[src/rtl/rsp_pkg.sv]
package rsp_pkg;

    // Flag bytes that open a packet
    localparam logic [7:0] FLAG_DATA     = 8'd1;
    localparam logic [7:0] FLAG_CONTROL  = 8'd2;
    localparam logic [7:0] FLAG_INIT     = 8'd4;
    localparam logic [7:0] FLAG_CONTINUE = 8'd16;

    // Control packet layout
    localparam logic [7:0] OPCODE_END     = 8'd64;
    localparam logic [3:0] CIDX_FIRST     = 4'd1;
    localparam logic [3:0] CIDX_OPCODE    = 4'd2;
    localparam logic [3:0] CIDX_SUCCESS   = 4'd3;
    localparam logic [3:0] CIDX_COUNT_LO  = 4'd8;
    localparam logic [3:0] CIDX_COUNT_HI  = 4'd9;
    localparam logic [3:0] CIDX_STATUS_LO = 4'd10;
    localparam logic [3:0] CIDX_STATUS_HI = 4'd11;

    // Result kinds
    localparam logic [3:0] KIND_PAYLOAD     = 4'd0;
    localparam logic [3:0] KIND_DATA_OK     = 4'd1;
    localparam logic [3:0] KIND_DATA_BAD    = 4'd2;
    localparam logic [3:0] KIND_END_OK      = 4'd3;
    localparam logic [3:0] KIND_CTRL_NOTEND = 4'd4;
    localparam logic [3:0] KIND_CTRL_BAD    = 4'd5;
    localparam logic [3:0] KIND_CONTINUE    = 4'd6;
    localparam logic [3:0] KIND_INIT        = 4'd7;
    localparam logic [3:0] KIND_UNEXPECTED  = 4'd8;

    // Framing phase of the front end
    typedef enum logic [2:0] {
        PH_IDLE,
        PH_DCOUNT,
        PH_DPAY,
        PH_DCKLO,
        PH_DCKHI,
        PH_CBODY,
        PH_CCKLO,
        PH_CCKHI
    } phase_t;

    // Operation handed from the front end to the back end
    typedef enum logic [3:0] {
        OP_START,
        OP_SUM,
        OP_PAYLOAD,
        OP_CTRL_BYTE,
        OP_CHECK_LO,
        OP_DATA_CHECK,
        OP_CTRL_CHECK,
        OP_FLAG_CONTINUE,
        OP_FLAG_INIT,
        OP_FLAG_BAD
    } op_t;

    typedef struct packed {
        op_t        op;
        logic [7:0] data;
        logic [3:0] idx;
    } cmd_t;

endpackage

[src/rtl/rsp_packet_receiver_core.sv]
// Packet receiver for a radial serial protocol byte stream. Each accepted
// request on the s_ channel is one received byte; the block frames packets
// by their flag byte (data, control, continue, init, anything else is an
// unexpected flag), forwards data payload bytes as they arrive (kind 0,
// last low) and closes every packet with one result carrying the checksum
// verdict (last high). The checksum is a little-endian 16-bit word sum with
// end-around carry over all bytes before the check bytes. An END control
// packet with a good checksum reports its byte count, signed success code
// and status; all fields a result kind does not use read as zero. Bytes
// that cause no result (flag, count, control body, check low byte) yield
// nothing on the m_ channel. Rate is one byte per clock while m_ready
// stays high, sustained without bubbles: the framer takes a byte in the
// cycle it arrives and posts an operation to a QUEUE_DEPTH-entry queue;
// the executor drains one operation per clock into the output register
// while it is free. The queue lets the framer keep taking bytes while
// m_ready is low, until it fills; s_ready drops only then.
module rsp_packet_receiver_core
    import rsp_pkg::*;
#(
    parameter int QUEUE_DEPTH = 4
) (
    input  logic              aclk,
    input  logic              aresetn,
    input  logic              s_valid,
    output logic              s_ready,
    input  logic [7:0]        s_rx_byte,
    output logic              m_valid,
    input  logic              m_ready,
    output logic [3:0]        m_kind,
    output logic [7:0]        m_payload_byte,
    output logic [15:0]       m_end_byte_count,
    output logic signed [7:0] m_end_success_code,
    output logic [15:0]       m_end_status,
    output logic [15:0]       m_computed_checksum,
    output logic              m_last
);

    cmd_t front_cmd;
    cmd_t back_cmd;
    logic front_push;
    logic queue_ready;
    logic queue_valid;
    logic back_pop;

    // Framer: track packet phase, classify each byte
    rsp_front u_front (
        .aclk       (aclk),
        .aresetn    (aresetn),
        .in_valid   (s_valid),
        .in_ready   (s_ready),
        .rx_byte    (s_rx_byte),
        .push_ready (queue_ready),
        .push       (front_push),
        .cmd        (front_cmd)
    );

    // Hold operations between framer and executor
    rsp_queue #(
        .DEPTH (QUEUE_DEPTH)
    ) u_queue (
        .aclk       (aclk),
        .aresetn    (aresetn),
        .push       (front_push),
        .push_ready (queue_ready),
        .push_cmd   (front_cmd),
        .pop_valid  (queue_valid),
        .pop        (back_pop),
        .pop_cmd    (back_cmd)
    );

    // Executor: accumulate checksum, capture control fields, drive results
    rsp_back u_back (
        .aclk                (aclk),
        .aresetn             (aresetn),
        .cmd_valid           (queue_valid),
        .cmd_pop             (back_pop),
        .cmd                 (back_cmd),
        .m_valid             (m_valid),
        .m_ready             (m_ready),
        .m_kind              (m_kind),
        .m_payload_byte      (m_payload_byte),
        .m_end_byte_count    (m_end_byte_count),
        .m_end_success_code  (m_end_success_code),
        .m_end_status        (m_end_status),
        .m_computed_checksum (m_computed_checksum),
        .m_last              (m_last)
    );

    // Payload results never close a packet; every other kind does
    a_last_matches_kind: assert property (@(posedge aclk) disable iff (!aresetn)
        m_valid |-> (m_last == (m_kind != KIND_PAYLOAD)))
        else $error("last flag disagrees with result kind");

    // END fields stay zero unless the result is an END report
    a_end_fields_zero: assert property (@(posedge aclk) disable iff (!aresetn)
        (m_valid && (m_kind != KIND_END_OK)) |->
            ((m_end_byte_count == 16'd0) && (m_end_status == 16'd0) &&
             (m_end_success_code == 8'sd0)))
        else $error("END fields set on a non-END result");

    // A payload result carries no checksum
    a_payload_no_sum: assert property (@(posedge aclk) disable iff (!aresetn)
        (m_valid && (m_kind == KIND_PAYLOAD)) |-> (m_computed_checksum == 16'd0))
        else $error("payload result carries a checksum");

    // Queue drains every cycle the output side is free
    a_queue_drains: assert property (@(posedge aclk) disable iff (!aresetn)
        (queue_valid && (!m_valid || m_ready)) |-> back_pop)
        else $error("executor stalled with a free output register");

endmodule

[src/rtl/rsp_front.sv]
module rsp_front
    import rsp_pkg::*;
(
    input  logic       aclk,
    input  logic       aresetn,
    input  logic       in_valid,
    output logic       in_ready,
    input  logic [7:0] rx_byte,
    input  logic       push_ready,
    output logic       push,
    output cmd_t       cmd
);

    phase_t     phase_reg, phase_next;
    logic [7:0] remain_reg, remain_next;
    logic [3:0] index_reg, index_next;
    logic       take;

    assign in_ready = push_ready;
    assign take     = in_valid && push_ready;
    assign push     = take;

    always_ff @(posedge aclk) begin
        if (!aresetn) begin
            phase_reg  <= PH_IDLE;
            remain_reg <= '0;
            index_reg  <= '0;
        end else if (take) begin
            phase_reg  <= phase_next;
            remain_reg <= remain_next;
            index_reg  <= index_next;
        end
    end

    // Frame the byte and pick the operation for the back end
    always_comb begin
        phase_next  = phase_reg;
        remain_next = remain_reg;
        index_next  = index_reg;
        cmd.op      = OP_SUM;
        cmd.data    = rx_byte;
        cmd.idx     = index_reg;
        unique case (phase_reg)
            PH_IDLE: begin
                if (rx_byte == FLAG_DATA) begin
                    cmd.op     = OP_START;
                    phase_next = PH_DCOUNT;
                end else if (rx_byte == FLAG_CONTROL) begin
                    cmd.op     = OP_START;
                    index_next = CIDX_FIRST;
                    phase_next = PH_CBODY;
                end else if (rx_byte == FLAG_CONTINUE) begin
                    cmd.op = OP_FLAG_CONTINUE;
                end else if (rx_byte == FLAG_INIT) begin
                    cmd.op = OP_FLAG_INIT;
                end else begin
                    cmd.op = OP_FLAG_BAD;
                end
            end
            PH_DCOUNT: begin
                cmd.op      = OP_SUM;
                remain_next = rx_byte;
                phase_next  = (rx_byte != 8'd0) ? PH_DPAY : PH_DCKLO;
            end
            PH_DPAY: begin
                cmd.op      = OP_PAYLOAD;
                remain_next = remain_reg - 8'd1;
                if (remain_reg == 8'd1) begin
                    phase_next = PH_DCKLO;
                end
            end
            PH_DCKLO: begin
                cmd.op     = OP_CHECK_LO;
                phase_next = PH_DCKHI;
            end
            PH_DCKHI: begin
                cmd.op     = OP_DATA_CHECK;
                phase_next = PH_IDLE;
            end
            PH_CBODY: begin
                cmd.op     = OP_CTRL_BYTE;
                index_next = index_reg + 4'd1;
                if (index_reg >= CIDX_STATUS_HI) begin
                    phase_next = PH_CCKLO;
                end
            end
            PH_CCKLO: begin
                cmd.op     = OP_CHECK_LO;
                phase_next = PH_CCKHI;
            end
            PH_CCKHI: begin
                cmd.op     = OP_CTRL_CHECK;
                index_next = '0;
                phase_next = PH_IDLE;
            end
            default: begin
                phase_next = PH_IDLE;
            end
        endcase
    end

endmodule

[src/rtl/rsp_queue.sv]
module rsp_queue
    import rsp_pkg::*;
#(
    parameter int DEPTH = 4
) (
    input  logic aclk,
    input  logic aresetn,
    input  logic push,
    output logic push_ready,
    input  cmd_t push_cmd,
    output logic pop_valid,
    input  logic pop,
    output cmd_t pop_cmd
);

    localparam int PTR_W = (DEPTH > 1) ? $clog2(DEPTH) : 1;
    localparam int CNT_W = $clog2(DEPTH + 1);

    cmd_t             slots_reg [DEPTH];
    logic [PTR_W-1:0] wr_ptr_reg, rd_ptr_reg;
    logic [CNT_W-1:0] count_reg;
    logic             do_push, do_pop;

    assign push_ready = (count_reg != CNT_W'(DEPTH));
    assign pop_valid  = (count_reg != '0);
    assign pop_cmd    = slots_reg[rd_ptr_reg];
    assign do_push    = push && push_ready;
    assign do_pop     = pop && pop_valid;

    always_ff @(posedge aclk) begin
        if (do_push) begin
            slots_reg[wr_ptr_reg] <= push_cmd;
        end
    end

    always_ff @(posedge aclk) begin
        if (!aresetn) begin
            wr_ptr_reg <= '0;
            rd_ptr_reg <= '0;
            count_reg  <= '0;
        end else begin
            if (do_push) begin
                wr_ptr_reg <= (wr_ptr_reg == PTR_W'(DEPTH - 1)) ? '0 : wr_ptr_reg + PTR_W'(1);
            end
            if (do_pop) begin
                rd_ptr_reg <= (rd_ptr_reg == PTR_W'(DEPTH - 1)) ? '0 : rd_ptr_reg + PTR_W'(1);
            end
            if (do_push && !do_pop) begin
                count_reg <= count_reg + CNT_W'(1);
            end else if (do_pop && !do_push) begin
                count_reg <= count_reg - CNT_W'(1);
            end
        end
    end

endmodule

[src/rtl/rsp_back.sv]
module rsp_back
    import rsp_pkg::*;
(
    input  logic              aclk,
    input  logic              aresetn,
    input  logic              cmd_valid,
    output logic              cmd_pop,
    input  cmd_t              cmd,
    output logic              m_valid,
    input  logic              m_ready,
    output logic [3:0]        m_kind,
    output logic [7:0]        m_payload_byte,
    output logic [15:0]       m_end_byte_count,
    output logic signed [7:0] m_end_success_code,
    output logic [15:0]       m_end_status,
    output logic [15:0]       m_computed_checksum,
    output logic              m_last
);

    // Checksum state
    logic [15:0] acc_reg, acc_next;
    logic        odd_reg, odd_next;
    logic [7:0]  pending_reg, pending_next;
    logic [7:0]  check_lo_reg, check_lo_next;
    // Control packet fields
    logic [7:0]  opcode_reg, opcode_next;
    logic [7:0]  success_reg, success_next;
    logic [15:0] count_reg, count_next;
    logic [15:0] status_reg, status_next;
    // Result register
    logic        out_valid_reg, out_valid_next;
    logic [3:0]  kind_reg, kind_next;
    logic [7:0]  pay_reg, pay_next;
    logic [15:0] ecount_reg, ecount_next;
    logic [7:0]  esucc_reg, esucc_next;
    logic [15:0] estatus_reg, estatus_next;
    logic [15:0] csum_reg, csum_next;
    logic        last_reg, last_next;

    logic [15:0] addend;
    logic [16:0] raw_sum;
    logic [15:0] folded_sum;
    logic [15:0] received_sum;
    logic        sum_match;

    assign cmd_pop = cmd_valid && (!out_valid_reg || m_ready);

    // End-around carry add; a lone trailing byte goes in as a low byte
    assign addend       = (cmd.op == OP_CHECK_LO) ? {8'h00, pending_reg} : {cmd.data, pending_reg};
    assign raw_sum      = {1'b0, acc_reg} + {1'b0, addend};
    assign folded_sum   = raw_sum[16] ? (raw_sum[15:0] + 16'd1) : raw_sum[15:0];
    assign received_sum = {cmd.data, check_lo_reg};
    assign sum_match    = (acc_reg == received_sum);

    always_ff @(posedge aclk) begin
        if (!aresetn) begin
            acc_reg       <= '0;
            odd_reg       <= 1'b0;
            out_valid_reg <= 1'b0;
        end else begin
            acc_reg       <= acc_next;
            odd_reg       <= odd_next;
            out_valid_reg <= out_valid_next;
        end
    end

    always_ff @(posedge aclk) begin
        pending_reg  <= pending_next;
        check_lo_reg <= check_lo_next;
        opcode_reg   <= opcode_next;
        success_reg  <= success_next;
        count_reg    <= count_next;
        status_reg   <= status_next;
        kind_reg     <= kind_next;
        pay_reg      <= pay_next;
        ecount_reg   <= ecount_next;
        esucc_reg    <= esucc_next;
        estatus_reg  <= estatus_next;
        csum_reg     <= csum_next;
        last_reg     <= last_next;
    end

    always_comb begin
        logic       emit;
        logic       sum_in;
        logic [3:0] rkind;
        logic [7:0] rpay;
        logic [15:0] rcount;
        logic [7:0] rsucc;
        logic [15:0] rstatus;
        logic [15:0] rcsum;
        logic       rlast;

        acc_next      = acc_reg;
        odd_next      = odd_reg;
        pending_next  = pending_reg;
        check_lo_next = check_lo_reg;
        opcode_next   = opcode_reg;
        success_next  = success_reg;
        count_next    = count_reg;
        status_next   = status_reg;
        kind_next     = kind_reg;
        pay_next      = pay_reg;
        ecount_next   = ecount_reg;
        esucc_next    = esucc_reg;
        estatus_next  = estatus_reg;
        csum_next     = csum_reg;
        last_next     = last_reg;

        emit    = 1'b0;
        sum_in  = 1'b0;
        rkind   = KIND_PAYLOAD;
        rpay    = '0;
        rcount  = '0;
        rsucc   = '0;
        rstatus = '0;
        rcsum   = '0;
        rlast   = 1'b0;

        if (cmd_pop) begin
            unique case (cmd.op)
                OP_START: begin
                    acc_next     = '0;
                    odd_next     = 1'b1;
                    pending_next = cmd.data;
                    opcode_next  = '0;
                    success_next = '0;
                    count_next   = '0;
                    status_next  = '0;
                end
                OP_SUM: begin
                    sum_in = 1'b1;
                end
                OP_PAYLOAD: begin
                    sum_in = 1'b1;
                    emit   = 1'b1;
                    rkind  = KIND_PAYLOAD;
                    rpay   = cmd.data;
                end
                OP_CTRL_BYTE: begin
                    sum_in = 1'b1;
                    unique case (cmd.idx)
                        CIDX_OPCODE:    opcode_next  = cmd.data;
                        CIDX_SUCCESS:   success_next = cmd.data;
                        CIDX_COUNT_LO:  count_next   = {count_reg[15:8], cmd.data};
                        CIDX_COUNT_HI:  count_next   = {cmd.data, count_reg[7:0]};
                        CIDX_STATUS_LO: status_next  = {status_reg[15:8], cmd.data};
                        CIDX_STATUS_HI: status_next  = {cmd.data, status_reg[7:0]};
                        default: ;
                    endcase
                end
                OP_CHECK_LO: begin
                    if (odd_reg) begin
                        acc_next = folded_sum;
                    end
                    odd_next      = 1'b0;
                    check_lo_next = cmd.data;
                end
                OP_DATA_CHECK: begin
                    emit  = 1'b1;
                    rkind = sum_match ? KIND_DATA_OK : KIND_DATA_BAD;
                    rcsum = acc_reg;
                    rlast = 1'b1;
                end
                OP_CTRL_CHECK: begin
                    emit  = 1'b1;
                    rcsum = acc_reg;
                    rlast = 1'b1;
                    if (!sum_match) begin
                        rkind = KIND_CTRL_BAD;
                    end else if (opcode_reg == OPCODE_END) begin
                        rkind   = KIND_END_OK;
                        rcount  = count_reg;
                        rsucc   = success_reg;
                        rstatus = status_reg;
                    end else begin
                        rkind = KIND_CTRL_NOTEND;
                    end
                end
                OP_FLAG_CONTINUE: begin
                    emit  = 1'b1;
                    rkind = KIND_CONTINUE;
                    rlast = 1'b1;
                end
                OP_FLAG_INIT: begin
                    emit  = 1'b1;
                    rkind = KIND_INIT;
                    rlast = 1'b1;
                end
                OP_FLAG_BAD: begin
                    emit  = 1'b1;
                    rkind = KIND_UNEXPECTED;
                    rlast = 1'b1;
                end
                default: ;
            endcase
        end

        // Pair bytes into little-endian words
        if (sum_in) begin
            if (!odd_reg) begin
                pending_next = cmd.data;
                odd_next     = 1'b1;
            end else begin
                acc_next = folded_sum;
                odd_next = 1'b0;
            end
        end

        if (emit) begin
            out_valid_next = 1'b1;
            kind_next      = rkind;
            pay_next       = rpay;
            ecount_next    = rcount;
            esucc_next     = rsucc;
            estatus_next   = rstatus;
            csum_next      = rcsum;
            last_next      = rlast;
        end else if (m_ready) begin
            out_valid_next = 1'b0;
        end else begin
            out_valid_next = out_valid_reg;
        end
    end

    assign m_valid             = out_valid_reg;
    assign m_kind              = kind_reg;
    assign m_payload_byte      = pay_reg;
    assign m_end_byte_count    = ecount_reg;
    assign m_end_success_code  = esucc_reg;
    assign m_end_status        = estatus_reg;
    assign m_computed_checksum = csum_reg;
    assign m_last              = last_reg;

endmodule
[config.mk]
export PLATFORM = sky130hd
export DESIGN_NAME = rsp_packet_receiver_core
export DESIGN_NICKNAME = d
export VERILOG_FILES = /design/src/rtl/rsp_pkg.sv /design/src/rtl/rsp_packet_receiver_core.sv /design/src/rtl/rsp_front.sv /design/src/rtl/rsp_queue.sv /design/src/rtl/rsp_back.sv
export SDC_FILE = /design/constraint.sdc
export NUM_CORES = 1
export LEC_CHECK = 0
export ABC_AREA = 1
export BUFFER_PORTS_ARGS = -buffer_cell sky130_fd_sc_hd__buf_2
export CORE_ASPECT_RATIO = 0.7
export CORE_MARGIN = 2
export CORE_UTILIZATION = 40
export CTS_BUF_LIST = sky130_fd_sc_hd__clkbuf_8
export DETAILED_ROUTE_END_ITERATION = 16
export PLACE_DENSITY = 0.67
export SETUP_SLACK_MARGIN = 0.1
export SYNTH_ARGS = -nofsm -noshare
export SYNTH_HDL_FRONTEND = slang
export SYNTH_HIERARCHICAL = 1
export SYNTH_SLANG_ARGS = --single-unit
[constraint.sdc]
create_clock -name aclk -period 5.1 [get_ports aclk]
set_clock_uncertainty 0.15 [all_clocks]
set_input_delay 0.51 -clock aclk [delete_from_list [all_inputs] [get_ports aclk]]
set_output_delay 0.51 -clock aclk [all_outputs]
set_load 0.005 [all_outputs]
Word-level counts from Yosys, hierarchy flattened

Memories as Yosys holds them, arrays and structs flattened. A register that Yosys moved wholly into a read port is not among the register bits.
Cells that the tools add are included.

Register bits after elaboration: 173
Bits in writable memories: 64
Bits of input ports: 12
Memories: 1

Memories:

| name              | words | bits a word | read ports | clocked after memory_dff | wr ports | line            | source |
|---|---|---|---|---|---|---|---|
| u_queue.slots_reg | 4     | 16          | 1          | 1                        | 1        | rsp_queue.sv:19 | `cmd_t slots_reg [DEPTH];` |

Add/subtract/negate cells: 8
Order comparisons: 1
Eq/ne operators: 47
Multiplexer cells: 57
Reductions and logical operators: 41

Operators by type and width:

| kind                  | count |
|---|---|
| $pmux 16 s2           | 5 |
| $mux 16               | 6 |
| $mux 8                | 6 |
| $pmux 8 s2            | 3 |
| $pmux 4 s7            | 1 |
| $reduce_and 4->1      | 7 |
| $eq 4x4->1 const B    | 6 |
| $mux 4                | 6 |
| $mux 3                | 7 |
| $pmux 3 s7            | 1 |
| $pmux 4 s5            | 1 |
| $ne 2x2->1 const B    | 9 |
| $add 16x16->17        | 1 |
| $add 16x1->16 const B | 1 |
| $eq 16x16->1          | 1 |
| $eq 4x2->1 const B    | 4 |
| $eq 4x3->1 const B    | 4 |
| $eq 8x1->1 const B    | 2 |
| $mux 1                | 14 |
| $eq 3x3->1 const B    | 4 |
| $pmux 4 s3            | 1 |
| $mux 2                | 5 |
| $ne 2x1->1 const B    | 5 |
| $reduce_and 2->1      | 5 |
| 30 further kinds      | 49 |

Depth between registers and ports, before layout

Depth after elaboration: 10
Depth in mapped cells: 28
Depth with buffers taken out: 27

Cells and area by module

Netlist, hierarchy kept.

Modules (own cells, without submodules):

| module    | times used | cells an instance | area each (um^2) | seq. area each (um^2) |
|---|---|---|---|---|
| rsp_back  | 1          | 883               | 7714.9           | 4274.1 |
| rsp_queue | 1          | 224               | 2989.1           | 2102.0 |
| rsp_front | 1          | 202               | 1206.2           | 300.3 |

Worst setup path after synthesis

No wires, ideal clock.

Path kind: reg-to-reg
Start: register (tool-made name)
End: register u_back.csum_reg[0], in the netlist u_back/m_computed_checksum[0], enable pin
Library setup time: 0.429 ns
Arrival: 3.003 ns
Required time: 4.521 ns
Slack: 1.518 ns
Stages on the path, launching flop included: 12
Path buffers: 1
Clock period less this slack: 3.582 ns
Cells stage by stage: dfxtp_1 > inv_2 > buf_6 > o21ai_1 > o22ai_1 > nor2_1 > inv_1 > nor2_1 > inv_1 > nor2_1 > clkinv_1 > nand2_1

RTL lines:

| element                | line           | source |
|---|---|---|
| end signal: assignment | rsp_back.sv:79 | `csum_reg <= csum_next;` |
| end: declaration       | rsp_back.sv:37 | `logic [15:0] csum_reg, csum_next;` |

==> reports/metrics.yaml <==
synth-simple-area-share: 0.236
synth_compound_area_frac: 0.0808
cts.repair.resized: 0
worstReg2RegEnd: "u_back/acc_reg[14]"
finalCritPeriodShare: 0.872
drv_slew: 0
ys_ff_latch: 239
synth_top_area_share: 0.477
worstHoldPathCells: 1
yosys.area_share.adder: 0.0307
grt_usage: 0.181
ys_seq_area_frac: 0.561
ios: 83
drtPass1Iterations: 5
power_w: 0.00694
hold_path_class: "input port to flip-flop"
slew_headroom: 0.313
cts_buffer_depth: 3
drive_above_1_share: 0.156
critPathRequiredTime_ns: 5.37
worstMarginPinSlew_ns: 1.02
dieArea_sq_um: 31200
rr_worst_depth: 23
netlist_area_sq_um: 11900
grt_pass1_wl_um: 44400
async_flop_share: 0
wirelength_um: 28000
fmax_ghz: 0.225
nNetsFinal: 1440
syn_inst: 1309
status: "complete, no violations"
cp_max_fo: 17
cts_tree: "yes"
yosys_most_used_dff: "edfxtp_1"
clk_latency_ns: 0.55
critPathSlowestCell: "dfxtp_1"
syn_to_final_growth_pct: 11.6
cp_common_cell: "nand2_1"
synth_xor_area_frac: 0.00872
r2r_slack_ns: 0.65
synth_edf_count: 189
cts.hold.buffers_added: 0
die_h_um: 148
post_cts_buffers: 0
ys.warnings.count: 6
largest_reg_flops: 64
synth_cell_type_count: 49
crit_type: "flip-flop to flip-flop"
row_count: 52
io_buffers: 82
drtIter0Drc: 1060
fin_crit_ns: 4.45
ant_nets: 0
hold_viol: 0
rsz0062_at_grt: "false"
syn_avg_cell_area_sq_um: 9.10
ir_drop_uv: 264
power_density_nw_per_um2: 522
cts.sinks: 239
final.setup.worst_slack_ns: 0.652
dpl.hpwl_um: 19500
fp.dieW_um: 210
grt_max_degree: 71
htree_levels: 2
clk_pin_slew_worst_paths_ns: 0.07
final_util: 0.457
grt_pass1_vias: 8362
cpPeakStageDelay_ns: 0.68
synth_top_family_by_area: "simple AND/OR/NAND/NOR gates"
nFillCells: 2702
hold_path_startpoint: "s_rx_byte[3]"
routabilityCongestion: 0.892
drc: 0
gr-total-overflow: 0
worstPathArrival_ns: 4.71
cp-end-kind: "flip-flop"
tns_ns: 0
root_buffer: "clkbuf_8"
synth_fp_nets: 1349
holdPathEnd: "u_queue/slots_reg[2][7]"
start_kind: "flip-flop"
antenna_found_initial: 1
maxCapViolCount: 0
vias: 9141
power_leakage_nw: 5.53
post_synth_main_area_contributors: "edfxtp_1 (48%), nand2_1 (8.5%), dfxtp_1 (8.4%)"
core_sq_um: 29100
viasPerCell: 5.06
pre_cts_ws_ns: 0.726
worstPathCellList: "inv_2 > o21ai_1 > o22ai_1 > nor2_1 > inv_1 > nor2_2 > nor2_1 > ha_1 > nand2_1 > nor2_1 > nand2_1 > nand2_1 > nand2_1 > nand2_1 > nand3_1 > nor2_1 > nand3_1 > nand3_1 > nand2_1 > nand2_1 > nand2_1 > nand2_1 > nand2_1"
start_util: 0.410
yosys.area.top_type: "edfxtp_1"
numCtsBuffers: 37
setup_viol: 0
wl_per_cell_um: 15.5
synth_mux_area_frac: 0
synthesized netlist by cell type, types with 2 or more instances:
master and instances:
o22ai_2 6, fa_1 2, ha_1 26, o21ai_1 27
o22ai_1 19, nand3_2 3, inv_2 7, nand2_1 269
nand2_2 16, buf_6 13, nor2_2 19, a21oi_2 2
buf_2 4, dfxtp_1 50, buf_4 11, nand4_1 18
nor4_1 4, nor3_2 2, a21oi_1 42, o21ai_0 43
nand2_4 4, inv_1 170, a31oi_1 2, and2_1 3
nand3b_1 2, o21ai_2 10, edfxtp_1 189, nand3_1 60
xor2_1 4, xnor2_1 6, nor3_1 21, or2_2 3
nor2_4 4, clkinv_1 9, or2_1 3, nor2_1 209
clkbuf_1 9, a22oi_1 7
layout make-up:
class	instances	area, sq um	area share
timing repair buffer	89	463	0.0348
clock buffer	38	523	0.0393
sequential	239	6680	0.502
inverter	187	704	0.0530
multi-input combinational	846	4260	0.320
tap	378	473	0.0356
antenna	1	2.50	0.000188
clock inverter	30	193	0.0145
worst max-delay path by stage:
stage / startpoint / to / cells past startpoint / slack, ns
after floorplan: flip-flop / u_back/m_computed_checksum[0] / 11 / 1.52
after global placement: flip-flop / u_back/acc_reg[15] / 24 / 0.83
after detailed placement: flip-flop / u_back/acc_reg[11] / 24 / 0.73
after CTS: flip-flop / u_back/acc_reg[15] / 24 / 0.71
after global routing: flip-flop / u_back/acc_reg[15] / 25 / 0.13
final: flip-flop / u_back/acc_reg[14] / 23 / 0.65
cell families after synthesis:
logic type,after synthesis
flops,239
compound gates,163
xor+xnor,11
fa+ha+maj,28
buf+inv,224
simple gates,644
per-stage QoR:
stage	cells	instance area, sq um	hold WS, ns
after floorplan	1309	11900	0.282
after global placement	1739	12600	0.298
after detailed placement	1739	12600	0.303
after CTS	1807	13300	0.0778
after global routing	1807	13300	0.0921
final	1808	13300	0.111
where the power goes:
part	total (W)	switching (W)	leakage [nW]	internal, W
combinational	0.00240	0.00169	2.95	0.000710
sequential	0.00296	0.000212	2.18	0.00275
clock	0.00158	0.000767	0.402	0.000808
cells in the final DEF (no fill, tap or decap), types with 26 or more instances in the layout:
master,synthesis,layout
nand3_1,60,60
edfxtp_1,189,189
o21ai_1,27,27
buf_2,4,82
ha_1,26,26
dfxtp_1,50,50
clkbuf_8,0,38
a21oi_1,42,42
o21ai_0,43,43
nor2_1,209,207
inv_1,170,180
nand2_1,269,268
worst max-delay path: cells and delay by family, from the launching register on:
family | cells | cell delay [ns]
compound gates | 2 | 0.28
fa+ha+maj | 1 | 0.38
buf+inv | 2 | 0.46
flops | 1 | 0.68
simple gates | 18 | 2.36
per-layer routing:
metal	wire, um	vias to the layer above	GRT usage	share of wire
met5	0	-	0	0
met4	494	0	0.0535	0.018
met3	2410	47	0.0340	0.086
met2	11400	389	0.257	0.41
met1	13700	4207	0.278	0.49
li1	-	4498	-	-
No activity file was read; power rests on OpenSTA's default activity.
